--- src/hdl/sacl_fifo.sv ---
// Two-entry queue of fixed-width beats.
// Depends on nothing; used for the request and result queues.
module sacl_fifo #(
    parameter int WIDTH = 8
) (
    input  logic             i_clk,
    input  logic             i_rst_n,
    input  logic             i_push,
    input  logic [WIDTH-1:0] i_data,
    output logic             o_full,
    input  logic             i_pop,
    output logic             o_empty,
    output logic [WIDTH-1:0] o_data
);
    logic [WIDTH-1:0] r_mem [2];
    logic             r_wp;
    logic             r_rp;
    logic [1:0]       r_cnt;
    logic             do_push;
    logic             do_pop;

    assign o_full  = (r_cnt == 2'd2);
    assign o_empty = (r_cnt == 2'd0);
    assign o_data  = r_mem[r_rp];
    assign do_push = i_push && !o_full;
    assign do_pop  = i_pop && !o_empty;

    always_ff @(posedge i_clk) begin
        if (!i_rst_n) begin
            r_wp  <= 1'b0;
            r_rp  <= 1'b0;
            r_cnt <= 2'd0;
        end else begin
            if (do_push) begin
                r_wp <= !r_wp;
            end
            if (do_pop) begin
                r_rp <= !r_rp;
            end
            r_cnt <= r_cnt + {1'b0, do_push} - {1'b0, do_pop};
        end
    end

    always_ff @(posedge i_clk) begin
        if (do_push) begin
            r_mem[r_wp] <= i_data;
        end
    end
endmodule

--- config.mk ---
export PLATFORM = sky130hd
export DESIGN_NAME = sacl_fifo
export DESIGN_NICKNAME = d
export VERILOG_FILES = /design/src/hdl/sacl_fifo.sv
export SDC_FILE = /design/constraint.sdc
export NUM_CORES = 1
export LEC_CHECK = 0
export BUFFER_PORTS_ARGS = -buffer_cell sky130_fd_sc_hd__clkbuf_2
export CORE_MARGIN = 10
export CORE_UTILIZATION = 30
export DETAILED_ROUTE_END_ITERATION = 7
export PLACE_DENSITY = 0.55
export SYNTH_ARGS = -nofsm -noshare
export SYNTH_HDL_FRONTEND = slang
export SYNTH_SLANG_ARGS = --single-unit
--- constraint.sdc ---
create_clock -name i_clk -period 1.91 [get_ports i_clk]
set_input_delay 0.2865 -clock i_clk [delete_from_list [all_inputs] [get_ports i_clk]]
set_output_delay 0.2865 -clock i_clk [all_outputs]
set_load 0.005 [all_outputs]
==> flow_metrics.py <==
metrics = {
    "status": {
        "status": "complete, no violations",
    },
    "placed_design": {
        "port_buffers": 21,
        "dpl.hpwl_mm": 1.12,
        "dpl_cell_area_sq_um": 957,
        "place.gp.congestion": 0.676,
        "dpl.cell_count": 103,
        "dp_worst_setup_slack_ns": 0.242,
    },
    "critical_path": {
        "worstReg2RegEnd": "r_cnt[1]",
        "cp.required_ns": 2.14,
        "endpoint_kind": "flop",
        "cp_max_fo": 4,
        "path_class": "reg2reg",
        "crit_chain": "nand2b_1 > nand2_1 > ha_1 > inv_1 > ha_1 > xor2_1 > and2_2 > nor3_1",
        "crit_start": "r_cnt[0]",
        "slowest_stage": "dfxtp_1",
        "ff2ff_path_depth": 8,
        "worstSetupStartpointType": "flop",
        "critPathMaxStageDelay_ns": 0.38,
        "r2r_slack_ns": 0.24,
        "cp.arrival_ns": 1.90,
        "critPathMostFrequentCell": "ha_1",
        "rr_startpoint": "r_cnt[0]",
    },
    "synth": {
        "synth-simple-area-share_pct": 7.86,
        "ys_ff_latch": 21,
        "syn_inst": 52,
        "seq_area_frac_synth_pct": 71.5,
        "synth_fa_ha_area_share_pct": 3.08,
        "ys_warn_count": 0,
        "syn-num-nets": 66,
        "yosysUniqueCellTypes": 17,
        "avgSynthCellArea_sq_um": 15.6,
        "syn_area_sq_um": 812,
        "synth_top_family_by_area": "multiplexers",
        "synth_compound_area_share_pct": 1.08,
        "synthMuxAreaShare_pct": 12.3,
        "synthXorXnorAreaFrac_pct": 2.16,
    },
    "finish": {
        "design_area_sq_um": 985,
        "post-route-util_pct": 39.0,
        "nets": 92,
        "final_layout_size_suffix_gt1_share_pct": 46.8,
        "fin_cells": 107,
        "antennaDiodeCount": 0,
        "area_delta_synth_final_pct": 21.3,
    },
    "global_routing": {
        "antenna_found_initial": 0,
        "overflow": 0,
        "first_global_vias": 530,
        "track_usage_pct": 6.05,
        "grt_start_max_net_pins": 13,
        "grt_pass1_wl_mm": 2.48,
    },
    "clocking": {
        "htreeDepth": 1,
        "clockBufferDepth": 2,
        "cts_buffers": 3,
        "clock-root-buffer": "clkbuf_4",
        "cts_tree": "done",
        "cts_resized": 0,
        "post-cts-setup-buffers": 0,
        "insertion_delay_ns": 0.30,
        "clk_pin_slew_worst_paths_ns": 0.11,
        "clock-sinks": 21,
        "cts_hold_buf": 0,
    },
    "timing": {
        "timing_hold_violations_final": 0,
        "period_share_pct": 87.3,
        "rsz0062_at_grt": "false",
        "setup_viol": 0,
        "worst_slack_ns": 0.243,
        "holdWs_ns": 0.172,
        "tightest_slew_ns": 0.408,
        "tns_ns": 0,
        "clock.fmax_ghz": 0.600,
        "finClkSkew_ns": 0.00288,
        "slew_viol_final": 0,
        "period_needed_ns": 1.67,
        "slew_headroom_pct": 72.8,
    },
    "pwr": {
        "switchingPower_mw": 0.357,
        "p_seq_share_pct": 53.4,
        "irDropWorstVdd_mv": 0.735,
        "p_clk_share_pct": 16.8,
        "swShare_pct": 29.0,
        "internal_power_mw": 0.875,
        "power_density_mw_per_mm2": 1250,
        "pwr-share-comb_pct": 29.9,
        "p_leak_nw": 0.418,
        "total_power_mw": 1.23,
    },
    "detailed_routing": {
        "routed-via-count": 474,
        "ant_nets": 0,
        "vias_per_cell": 4.43,
        "drt_iter0_markers": 15,
        "drc": 0,
        "drt-total-wl_mm": 1.45,
        "routedWlPerCell_um": 13.5,
        "first_pass_iters": 4,
    },
    "floorplanning": {
        "num_io_pins": 22,
        "die_width_um": 72.0,
        "start_util_pct": 32.2,
        "rows": 18,
        "fp.coreArea_sq_mm": 0.00252,
        "dieHeight_um": 72.0,
        "die-area_sq_mm": 0.00519,
    },
    "hold_path": {
        "min_path_type": "in2reg",
        "whs_path_depth": 1,
        "hold-path-endpoint": "r_mem[0][4]",
        "worstHoldStart": "i_data[4]",
    },
    "run": {
        "drv_cap": 0,
    },
}
-- kinds of logic (layout without fill, tap and decap cells) --
kind of cell / Yosys count / after routing
fa+ha+maj: 2 / 2
simple gates: 13 / 13
mux: 9 / 9
compound gates: 1 / 1
xor+xnor: 2 / 2
flops: 21 / 21
buf+inv: 4 / 29
-- layout by cell type, fill, tap and decap left out --
cell type | netlist | routed
xor2_1 | 1 | 1
mux2_2 | 8 | 8
nand2_1 | 2 | 2
nor2_1 | 5 | 5
clkbuf_4 | 0 | 3
ha_1 | 2 | 2
dfxtp_1 | 5 | 5
nand2b_1 | 2 | 2
mux2i_1 | 1 | 1
clkbuf_2 | 0 | 21
and3_1 | 1 | 1
buf_4 | 0 | 1
nor3_1 | 1 | 1
and2_2 | 1 | 1
o21a_2 | 1 | 1
edfxtp_1 | 16 | 16
inv_1 | 3 | 3
xnor2_1 | 1 | 1
and2_1 | 1 | 1
clkinv_2 | 0 | 1
-- critical path, delay by kind of cell (launching register included) --
family,cells,cell delay (ns)
buffers and inverters,1,0.04
adder cells (fa/ha/maj),2,0.46
flip-flops,1,0.38
XOR/XNOR,1,0.15
AND/OR/NAND/NOR,4,0.57
-- state kept, by name, indices dropped and copies added (netlist names), named ones only --
signal  flops
r_wp        1
r_rp        1
r_mem      16
r_cnt       2
-- routing by layer --
| layer | GRT usage (%) | part of all wire (%) | up-vias |
|---|---|---|---|
| met2 | 8.43 | 39 | 20 |
| li1 | - | - | 233 |
| met3 | 5.17 | 12 | 2 |
| met5 | 0 | 0 | - |
| met1 | 6.87 | 47 | 219 |
| met4 | 1.29 | 0.62 | 0 |
-- synth_stat cells --
library cell / n / area [sq um]
edfxtp_1: 16 / 480
nand2_1: 2 / 7.51
and2_1: 1 / 6.26
xor2_1: 1 / 8.76
and3_1: 1 / 6.26
ha_1: 2 / 25.0
mux2_2: 8 / 90.1
inv_1: 3 / 11.3
mux2i_1: 1 / 10.0
buf_2: 1 / 5.00
o21a_2: 1 / 8.76
xnor2_1: 1 / 8.76
dfxtp_1: 5 / 100
and2_2: 1 / 7.51
nand2b_1: 2 / 12.5
nor2_1: 5 / 18.8
nor3_1: 1 / 5.00
-- worst max path at each step --
stage / cells after the start / endpoint / slack [ns]
floorplan: 8 / r_cnt[1] / 0.36
global placement: 8 / r_cnt[1] / 0.32
detailed placement: 8 / r_cnt[1] / 0.24
CTS: 2 / o_data[0] / 0.23
global route: 8 / r_cnt[1] / 0.11
finish: 8 / r_cnt[1] / 0.24
-- power groups by stage --
stage | clock [mW] | sequential, mW | combinational, mW
after floorplan | 0 | 0.636 | 0.253
after global placement | 0 | 0.668 | 0.368
after detailed placement | 0 | 0.671 | 0.378
after CTS | 0.215 | 0.660 | 0.381
after global routing | 0.240 | 0.672 | 0.419
final | 0.206 | 0.657 | 0.368
-- area by class of cell --
cell class / count / area (sq um)
fillers: 261 / 1540
clock inverters: 1 / 5.00
well taps: 30 / 37.5
flip-flops and latches: 21 / 581
inverters: 3 / 11.3
clock buffers: 3 / 22.5
multi-input cells: 27 / 215
repair buffers: 22 / 113
Note: power is estimated with default switching activity, not from simulation.
