`src/hdl/sacl_pkg.sv`:
```
// Shared types of the set-associative cache tag block.
// No dependencies; imported by sacl_front, sacl_back, the top level and the testbench.
package sacl_pkg;

    localparam int ADDR_W = 32;

    typedef struct packed {
        logic              op;
        logic [ADDR_W-1:0] address;
    } t_req;

    typedef struct packed {
        logic              hit;
        logic [1:0]        way_used;
        logic              fetch_valid;
        logic [ADDR_W-1:0] fetch_address;
        logic              evict_valid;
        logic [ADDR_W-1:0] evict_address;
        logic              mem_write_valid;
        logic [ADDR_W-1:0] mem_write_address;
    } t_result;

    localparam logic OP_WRITE = 1'b1;
    localparam logic POLICY_WRITE_THROUGH = 1'b1;

endpackage

```
`src/hdl/sacl_fifo.sv`:
```
// Two-entry queue of fixed-width beats.
// Depends on nothing; used for the request and result queues.
module sacl_fifo #(
    parameter int WIDTH = 8
) (
    input  logic             i_clk,
    input  logic             i_rst_n,
    input  logic             i_push,
    input  logic [WIDTH-1:0] i_data,
    output logic             o_full,
    input  logic             i_pop,
    output logic             o_empty,
    output logic [WIDTH-1:0] o_data
);
    logic [WIDTH-1:0] r_mem [2];
    logic             r_wp;
    logic             r_rp;
    logic [1:0]       r_cnt;
    logic             do_push;
    logic             do_pop;

    assign o_full  = (r_cnt == 2'd2);
    assign o_empty = (r_cnt == 2'd0);
    assign o_data  = r_mem[r_rp];
    assign do_push = i_push && !o_full;
    assign do_pop  = i_pop && !o_empty;

    always_ff @(posedge i_clk) begin
        if (!i_rst_n) begin
            r_wp  <= 1'b0;
            r_rp  <= 1'b0;
            r_cnt <= 2'd0;
        end else begin
            if (do_push) begin
                r_wp <= !r_wp;
            end
            if (do_pop) begin
                r_rp <= !r_rp;
            end
            r_cnt <= r_cnt + {1'b0, do_push} - {1'b0, do_pop};
        end
    end

    always_ff @(posedge i_clk) begin
        if (do_push) begin
            r_mem[r_wp] <= i_data;
        end
    end
endmodule

```
`src/hdl/sacl_front.sv`:
```
// Front end: request queue and address split into set, tag and block.
// Depends on sacl_pkg and sacl_fifo.
module sacl_front import sacl_pkg::*; #(
    parameter int OFFSET_BITS = 4,
    parameter int SB          = 6,
    parameter int IW          = 6,
    parameter int TW          = 22
) (
    input  logic              i_clk,
    input  logic              i_rst_n,
    input  logic              i_push,
    input  logic              i_op,
    input  logic [ADDR_W-1:0] i_address,
    output logic              o_full,
    input  logic              i_pop,
    output logic              o_empty,
    output logic              o_op,
    output logic [IW-1:0]     o_set,
    output logic [TW-1:0]     o_tag,
    output logic [ADDR_W-1:0] o_block
);
    localparam int LO = OFFSET_BITS + SB;

    t_req in_req;
    t_req head;
    logic [ADDR_W-1:0] set_mask;
    logic [ADDR_W-1:0] off_mask;

    assign in_req.op      = i_op;
    assign in_req.address = i_address;

    sacl_fifo #(.WIDTH($bits(t_req))) u_reqq (
        .i_clk   (i_clk),
        .i_rst_n (i_rst_n),
        .i_push  (i_push),
        .i_data  (in_req),
        .o_full  (o_full),
        .i_pop   (i_pop),
        .o_empty (o_empty),
        .o_data  (head)
    );

    assign set_mask = (ADDR_W'(1) << SB) - ADDR_W'(1);
    assign off_mask = (ADDR_W'(1) << OFFSET_BITS) - ADDR_W'(1);
    assign o_op     = head.op;
    assign o_set    = IW'((head.address >> OFFSET_BITS) & set_mask);
    assign o_tag    = TW'(head.address >> LO);
    assign o_block  = head.address & ~off_mask;
endmodule

```
`config.mk`:
```
export PLATFORM = sky130hd
export DESIGN_NAME = sacl_front
export DESIGN_NICKNAME = d
export VERILOG_FILES = /design/src/hdl/sacl_pkg.sv /design/src/hdl/sacl_fifo.sv /design/src/hdl/sacl_front.sv
export SDC_FILE = /design/constraint.sdc
export NUM_CORES = 1
export LEC_CHECK = 0
export BUFFER_PORTS_ARGS = -buffer_cell sky130_fd_sc_hd__buf_2
export CELL_PAD_IN_SITES_DETAIL_PLACEMENT = 0
export CELL_PAD_IN_SITES_GLOBAL_PLACEMENT = 2
export CORE_MARGIN = 1.5
export CORE_UTILIZATION = 35
export CTS_BUF_LIST = sky130_fd_sc_hd__clkbuf_16
export CTS_CLUSTER_SIZE = 12
export DETAILED_ROUTE_END_ITERATION = 7
export GPL_ROUTABILITY_DRIVEN = 0
export PLACE_DENSITY_LB_ADDON = 0.1
export SLEW_MARGIN = 20
export SYNTH_ARGS = -nofsm -noshare
export SYNTH_HDL_FRONTEND = slang
export SYNTH_HIERARCHICAL = 1
export SYNTH_SLANG_ARGS = --single-unit
```
`constraint.sdc`:
```
create_clock -name i_clk -period 2.8 [get_ports i_clk]
set_input_delay 0.28 -clock i_clk [delete_from_list [all_inputs] [get_ports i_clk]]
set_output_delay 0.28 -clock i_clk [all_outputs]
set_load 0.02 [all_outputs]
```
==> results.json, run 1 <==
{
  "cp_max_fo": 13,
  "finalCriticalPeriod_ns": 1.99,
  "ff2ff_setup_slack_ns": 1.01,
  "drt_iter0_drc": 15,
  "final_cells": 326,
  "cts_root_buf": "clkbuf_16",
  "clkTransAtPathRegs_ns": 0.05,
  "crit_end": "o_op",
  "route.met3.wl_um": 249,
  "drc_errors": 0,
  "drt_pass1_iterations": 4,
  "r2r_start": "u_reqq/r_cnt[0]",
  "worst_ep_required_time_ns": 2.52,
  "clock_latency_ns": 0.31,
  "antenna_cells": 0,
  "postCtsSetupBuffers": 0,
  "ctsHoldBuffers": 0,
  "ioPinCount": 100,
  "timing_hold_violations_final": 0,
  "critPathKind": "register to primary output",
  "r2r_end": "u_reqq/r_mem[0][4]",
  "wl_per_cell_um": 13.4,
  "top_layer": "met4",
  "rsz0062_at_grt": "false",
  "wl_met1_um": 1830,
  "dpl.hpwl_um": 3100,
  "viasPerCell": 4.17,
  "antenna_found_initial": 0,
  "relSlewSlack_pct": 41.0,
  "synth_warnings": 6,
  "cts_max_path_buffers": 2,
  "setup_viol": 0,
  "via_count": 1361,
  "synthesis.instances": 151,
  "cts_tree": "done",
  "cap_viol_max_count": 0,
  "min_path_type": "input pin to register",
  "tns_ns": 0,
  "htree_num_levels": 3,
  "final_nets": 262,
  "worstRegToRegCells": 3,
  "grt.total_usage_pct": 10.8,
  "rows": 31,
  "wl_met2_um": 2200,
  "status": "complete, no violations",
  "final_min_period_over_clock_period_pct": 71.2,
  "startpoint_type": "register",
  "powerDensity_mw_per_mm2": 1060,
  "ctsResizeCount": 0,
  "drv_slew": 0,
  "core_mm2": 0.00741,
  "wirelength_um": 4370,
  "ir_drop_uv": 515,
  "fp.dieW_um": 91.2,
  "avgSynthCellArea_um2": 18.0,
  "power.leakage_nw": 1.40,
  "fmax_mhz": 501,
  "cts-buffers-inserted": 9,
  "layout_common_cells": "buf_2, edfxtp_1, mux2_4, clkbuf_16, inv_1",
  "place_inst": 311,
  "ant_nets": 0,
  "port_buffers": 91,
  "grt_max_degree": 30,
  "area_growth_pct": 21.0,
  "fill_cells": 690,
  "crit_path_end_kind": "primary output",
  "drive_gt1_share_pct": 59.5,
  "die_area_mm2": 0.00832,
  "dieHeight_um": 91.2,
  "clock_skew_ns": 0.00308,
  "synth_area_mm2": 0.00272,
  "cts.sink_count": 63,
  "first_global_vias": 1319,
  "gr-total-overflow": 0,
  "layout_commonest_cell": "buf_2",
  "grt_pass1_wl_um": 6640,
  "arrival_ns": 1.71,
  "tightest_slew_ns": 0.883,
  "start_util_pct": 36.8
}
==> registers in the layout, summed over array words and instances, names as in the netlist, named ones only <==
register / count
u_reqq/r_cnt: 2
u_reqq/r_mem: 58
u_reqq/r_rp: 1
u_reqq/r_wp: 1
==> routing by layer <==
metal	global-route usage, %	vias up
li1	-	657
met1	12.8	640
met2	17.4	56
met3	3.10	8
met4	6.25	0
met5	0	-
==> layout make-up <==
class / count / area, um2 / area share [%]
timing repair buffer: 94 / 490 / 14.9
multi-input combinational: 52 / 577 / 17.5
inverter: 3 / 11.3 / 0.342
clock inverter: 6 / 23.8 / 0.722
clock buffer: 9 / 225 / 6.84
sequential: 63 / 1840 / 55.9
tap: 99 / 124 / 3.76
==> worst min path at each step <==
stage                           to     startpoint  cells after the start  slack [ns]
2_1_floorplan  u_reqq/r_mem[0][10]  i_address[10]                      0        0.38
3_3_place_gp   u_reqq/r_mem[0][24]  i_address[24]                      1        0.47
3_5_place_dp   u_reqq/r_mem[0][30]  i_address[30]                      1        0.47
4_1_cts        u_reqq/r_mem[1][30]  i_address[30]                      1        0.15
5_1_grt        u_reqq/r_mem[0][29]  i_address[29]                      1        0.14
6_report        u_reqq/r_mem[1][6]   i_address[6]                      1        0.16
==> critical path, cell delays in order, from the launching register on <==
cell and delay, ns:
dfxtp_2 0.60, buf_4 0.30, mux2_2 0.35, buf_2 0.16
==> metrics by stage <==
| step | total power [W] | setup slack, ns | util, % | cell area [um2] | hold WS [ns] |
|---|---|---|---|---|---|
| floorplan | 0.00250 | 0.564 | - | 2730 | 0.379 |
| global placement | 0.00262 | 1.07 | 41.1 | 3050 | 0.467 |
| detailed placement | 0.00265 | 1.00 | 41.1 | 3050 | 0.473 |
| CTS | 0.00357 | 0.761 | 44.5 | 3290 | 0.146 |
| global route | 0.00370 | 0.711 | 44.5 | 3290 | 0.144 |
| finish | 0.00351 | 0.805 | 44.5 | 3290 | 0.157 |
==> where the power goes <==
part           internal (W)  switching (W)  leakage [nW]
Sequential          0.00122      0.0000897         0.583
Combinational      0.000533       0.000758         0.681
Clock              0.000573       0.000332         0.138
(Power assumes the default switching activity.)
==> inputs of run 2 (changes only) <==
--- a/config.mk
+++ b/config.mk
@@ -9,7 +9,7 @@
 export CELL_PAD_IN_SITES_DETAIL_PLACEMENT = 0
 export CELL_PAD_IN_SITES_GLOBAL_PLACEMENT = 2
 export CORE_MARGIN = 1.5
-export CORE_UTILIZATION = 35
+export CORE_UTILIZATION = 32
 export CTS_BUF_LIST = sky130_fd_sc_hd__clkbuf_16
 export CTS_CLUSTER_SIZE = 12
 export DETAILED_ROUTE_END_ITERATION = 7
==> constraint.sdc (replaced) <==
create_clock -name i_clk -period 1.6 [get_ports i_clk]
set_input_delay 0.16 -clock i_clk [delete_from_list [all_inputs] [get_ports i_clk]]
set_output_delay 0.16 -clock i_clk [all_outputs]
set_load 0.02 [all_outputs]
==> run 2 against run 1 <==
Against the previous run:
- clock skew up 0.00053 ns
- utilization down 2.0 points
- design area up 5.8%
- critical path type is now register to register
- largest cell class unchanged
- largest power group is now combinational cells
==> results.json, run 2 (synthesized netlist as in run 1, its figures left out) <==
{
  "worstRegToRegCells": 7,
  "antenna_found_initial": 0,
  "largest_reg_flops": 58,
  "ant_nets": 0,
  "clock_latency_ns": 0.32,
  "drv_slew": 0,
  "cts.sink_count": 63,
  "p_clk_share_pct": 29.4,
  "final_core_util_pct": 42.4,
  "fin_hold_ws_ns": 0.0294,
  "wl_per_cell_um": 13.5,
  "power.total_w": 0.00676,
  "finalCriticalPeriod_ns": 1.55,
  "p_int_w": 0.00458,
  "fin_area_mm2": 0.00349,
  "cts_root_buf": "clkbuf_16",
  "hold_end": "u_reqq/r_mem[1][19]",
  "htree_num_levels": 3,
  "rows": 33,
  "p_sw_w": 0.00219,
  "cts_tree": "done",
  "wl_met2_um": 2380,
  "min_path_type": "input pin to register",
  "seq_power_share_pct": 33.5,
  "swShare_pct": 32.3,
  "drt_iter0_drc": 41,
  "worst_ep_required_time_ns": 1.84,
  "drc_errors": 0,
  "timing_hold_violations_final": 0,
  "start_util_pct": 33.1,
  "gr-total-overflow": 0,
  "fp.dieW_um": 95.2,
  "r2r_start": "u_reqq/r_cnt[0]",
  "cp_max_fo": 4,
  "final_nets": 267,
  "startpoint_type": "register",
  "ctsHoldBuffers": 0,
  "arrival_ns": 1.79,
  "cts_max_path_buffers": 2,
  "wl_met1_um": 1800,
  "fmax_mhz": 645,
  "status": "complete, no violations",
  "hold_depth": 1,
  "antenna_cells": 0,
  "setup_viol": 0,
  "die_area_mm2": 0.00907,
  "crit_path_end_kind": "register",
  "core_mm2": 0.00822,
  "drive_gt1_share_pct": 67.0,
  "clkTransAtPathRegs_ns": 0.05,
  "grt.total_usage_pct": 10.2,
  "setup_slack_ns": 0.0508,
  "viasPerCell": 4.09,
  "layout_common_cells": "buf_2, edfxtp_1, mux2_4, clkbuf_16, buf_4",
  "cts-buffers-inserted": 9,
  "powerDensity_mw_per_mm2": 1940,
  "place_ws_ns": -0.0506,
  "reg_top3": "u_reqq/r_mem: 58 flops, u_reqq/r_cnt: 2 flops",
  "post_dp_cell_area_mm2": 0.00311,
  "dieHeight_um": 95.2,
  "power.leakage_nw": 1.46,
  "critPathKind": "register to register",
  "port_buffers": 91,
  "first_global_vias": 1342,
  "drt_pass1_iterations": 4,
  "r2r_end": "u_reqq/r_cnt[1]",
  "combPwrFrac_pct": 37.1,
  "grt_pass1_wl_um": 6510,
  "ir_drop_uv": 772,
  "top_register": "u_reqq/r_mem",
  "min_from": "i_address[19]",
  "cap_viol_max_count": 0,
  "ioPinCount": 100,
  "layout_commonest_cell": "buf_2",
  "final_min_period_over_clock_period_pct": 96.8,
  "grt_max_degree": 17,
  "startpoint": "u_reqq/r_cnt[0]",
  "clock_skew_ns": 0.00361,
  "via_count": 1384,
  "ff2ff_setup_slack_ns": 0.05,
  "route.met3.wl_um": 336,
  "top_layer": "met4",
  "dpl.hpwl_um": 3210,
  "area_growth_pct": 28.0,
  "wirelength_um": 4560
}
run 2: worst max-delay path: stages (launching register included):
cell and delay (ns):
dfxtp_4 0.35, o21a_4 0.23, ha_4 0.26, inv_1 0.03, ha_2 0.17, xor2_2 0.15
and2_4 0.14, nor3_2 0.14
run 2: timing repair:
item	CTS	global route
resized for setup	3	9
pin swaps	0	4
setup buffers	0	1
setup endpoints to repair	1	1
run 2: layout make-up:
| class | instances | area [um2] |
|---|---|---|
| Multi-Input combinational cell | 52 | 626 |
| Clock inverter | 7 | 88.8 |
| Fill cell | 747 | 4730 |
| Timing Repair Buffer | 99 | 553 |
| Clock buffer | 9 | 225 |
| Sequential cell | 63 | 1850 |
| Inverter | 3 | 11.3 |
| Tap cell | 105 | 131 |
run 2: per-stage QoR:
step	std cells	setup TNS, ns
global route	338	-0.0121
detailed placement	321	-0.0506
floorplan	154	0
CTS	337	0
global placement	321	0
finish	338	0
run 2: power by group through the flow:
stage	logic [W]	registers [W]	clock network [W]
3_5_place_dp	0.00247	0.00227	0
2_1_floorplan	0.00214	0.00223	0
3_3_place_gp	0.00245	0.00225	0
6_report	0.00251	0.00227	0.00199
5_1_grt	0.00270	0.00230	0.00211
4_1_cts	0.00249	0.00225	0.00204
run 2: how the worst max path moves through the flow:
| stage | to | cells past startpoint | slack (ns) |
|---|---|---|---|
| after floorplan | u_reqq/r_cnt[1] | 8 | 0.04 |
| after global placement | u_reqq/r_cnt[1] | 8 | 0.07 |
| after detailed placement | u_reqq/r_cnt[1] | 8 | -0.05 |
| after CTS | u_reqq/r_cnt[1] | 8 | 0.005 |
| after global routing | u_reqq/r_cnt[1] | 8 | -0.01 |
| final | u_reqq/r_cnt[1] | 7 | 0.05 |
run 2: routing by layer:
metal	vias to the layer above	GRT usage (%)
li1	666	-
met1	660	11.4
met2	54	16.3
met3	4	4.94
met4	0	4.85
met5	-	0
==> inputs of run 3 (changes only) <==
--- a/config.mk
+++ b/config.mk
@@ -6,7 +6,7 @@
 export NUM_CORES = 1
 export LEC_CHECK = 0
 export BUFFER_PORTS_ARGS = -buffer_cell sky130_fd_sc_hd__buf_2
-export CELL_PAD_IN_SITES_DETAIL_PLACEMENT = 0
+export CELL_PAD_IN_SITES_DETAIL_PLACEMENT = 1
 export CELL_PAD_IN_SITES_GLOBAL_PLACEMENT = 2
 export CORE_MARGIN = 1.5
 export CORE_UTILIZATION = 32
@@ -15,7 +15,7 @@
 export DETAILED_ROUTE_END_ITERATION = 7
 export GPL_ROUTABILITY_DRIVEN = 0
 export PLACE_DENSITY_LB_ADDON = 0.1
-export SLEW_MARGIN = 20
+export SLEW_MARGIN = 10
 export SYNTH_ARGS = -nofsm -noshare
 export SYNTH_HDL_FRONTEND = slang
 export SYNTH_HIERARCHICAL = 1
==> run 3 against run 2 <==
Against the previous run:
- routed wire length increased by 3.4%
- register-to-register slack lost 0.04 ns
- flip-flop and latch count did not move
- non-clock buffer count is the same
- cell count is the same
- critical path type unchanged
- critical endpoint unchanged
- highest routed layer unchanged
==> results.json, run 3 (synthesized netlist as in run 1, its figures left out) <==
{
  "status": "complete, no violations",
  "layout_common_cells": "buf_2, edfxtp_1, mux2_4, clkbuf_16, buf_4",
  "via_count": 1410,
  "min_path_type": "input pin to register",
  "drive_gt1_share_pct": 64.4,
  "setup_viol": 0,
  "drt_iter0_drc": 67,
  "slowest_stage": "dfxtp_2",
  "wirelength_um": 4710,
  "ir_drop_uv": 599,
  "power.leakage_nw": 1.45,
  "grt.total_usage_pct": 11.1,
  "clock_skew_ns": 0.00466,
  "core_mm2": 0.00822,
  "r2r_start": "u_reqq/r_cnt[0]",
  "drc_errors": 0,
  "finalCriticalPeriod_ns": 1.58,
  "timing_hold_violations_final": 0,
  "fin_area_mm2": 0.00345,
  "powerDensity_mw_per_mm2": 1950,
  "clock_latency_ns": 0.32,
  "tns_ns": 0,
  "place_inst": 321,
  "place_ws_ns": -0.0646,
  "drt_pass1_iterations": 4,
  "cts.sink_count": 63,
  "startpoint": "u_reqq/r_cnt[0]",
  "worst_ep_required_time_ns": 1.81,
  "final_nets": 267,
  "fmax_mhz": 631,
  "drv_slew": 0,
  "start_util_pct": 33.1,
  "dieHeight_um": 95.2,
  "crit_top_cell": "ha_1",
  "critPathKind": "register to register",
  "die_area_mm2": 0.00907,
  "grt_pass1_wl_um": 7050,
  "fp.dieW_um": 95.2,
  "startpoint_type": "register",
  "ioPinCount": 100,
  "largest_reg_flops": 58,
  "area_growth_pct": 26.6,
  "critPathTopFamily": "adder cells",
  "clkTransAtPathRegs_ns": 0.05,
  "viasPerCell": 4.17,
  "final_cells": 338,
  "antenna_cells": 0,
  "multiInputGateArea_um2": 591,
  "crit_path_end_kind": "register",
  "antenna_found_initial": 0,
  "wl_per_cell_um": 13.9,
  "arrival_ns": 1.79,
  "rsz0062_at_grt": "true",
  "gr-total-overflow": 0,
  "final_core_util_pct": 41.9,
  "post_dp_cell_area_mm2": 0.00311,
  "setup_slack_ns": 0.0158,
  "first_global_vias": 1446,
  "top_register": "u_reqq/r_mem",
  "crit_buf_inv": 1,
  "ant_nets": 0,
  "cts_tree": "done",
  "dpl.hpwl_um": 3420,
  "cts_root_buf": "clkbuf_16",
  "final_min_period_over_clock_period_pct": 99.0,
  "cts-buffers-inserted": 9,
  "layout_commonest_cell": "buf_2",
  "grt_max_degree": 17,
  "reg_top3": "u_reqq/r_mem: 58 flops, u_reqq/r_cnt: 2 flops",
  "rows": 33,
  "slowest_delay_ns": 0.35,
  "htree_num_levels": 3,
  "min_from": "i_address[19]",
  "port_buffers": 91,
  "crit_chain": "nand2b_4 -> nand2_1 -> ha_1 -> inv_1 -> ha_1 -> xor2_1 -> and2_1 -> nor3_2",
  "cap_viol_max_count": 0,
  "fill_cells": 849,
  "regArea_mm2": 0.00185,
  "cp_max_fo": 4,
  "cts_max_path_buffers": 2
}
==> run 3: cell counts in the layout (fill, tap and decap cells not counted) <==
Identical to the previous run, type by type.
==> run 3: final cells by class <==
cell class / count / area share (%)
sequential: 63 / 53.6
timing repair buffer: 99 / 16.0
inverter: 3 / 0.327
clock inverter: 7 / 2.58
tap: 105 / 3.81
clock buffer: 9 / 6.54
multi-input combinational: 52 / 17.1
==> run 3: stage by stage <==
stage / total power [W] / hold WS (ns)
6_report: 0.00673 / 0.0229
3_5_place_dp: 0.00477 / 0.352
3_3_place_gp: 0.00470 / 0.347
2_1_floorplan: 0.00437 / 0.259
4_1_cts: 0.00684 / 0.00756
5_1_grt: 0.00707 / 0.0108
==> run 3: per-layer routing <==
metal  wire (um)  track usage (%)
met5           0                0
met4          95             7.34
met3         344             4.39
met2        2440             18.0
met1        1840             11.9
==> run 3: what timing repair did <==
action / CTS / global route
gates resized for setup: 4 / 0
setup endpoints to repair: 1 / 1
pin swaps: 1 / 0
setup buffers: 1 / 0
hold buffers: 0 / 0
==> run 3: worst paths after layout <==
check / end / slack (ns) / depth (start not counted)
worst max-delay path: u_reqq/r_cnt[1] / 0.02 / 8
worst min-delay path: u_reqq/r_mem[0][19] / 0.02 / 1
worst max register to register: u_reqq/r_cnt[1] / 0.02 / 8
worst min register to register: u_reqq/r_rp / 0.53 / 2
==> run 3: where the power goes <==
group          total [W]  switching, W  internal (W)
Clock            0.00201      0.000657       0.00135
Sequential       0.00225      0.000113       0.00214
Combinational    0.00247       0.00142       0.00105
Total            0.00673       0.00219       0.00454
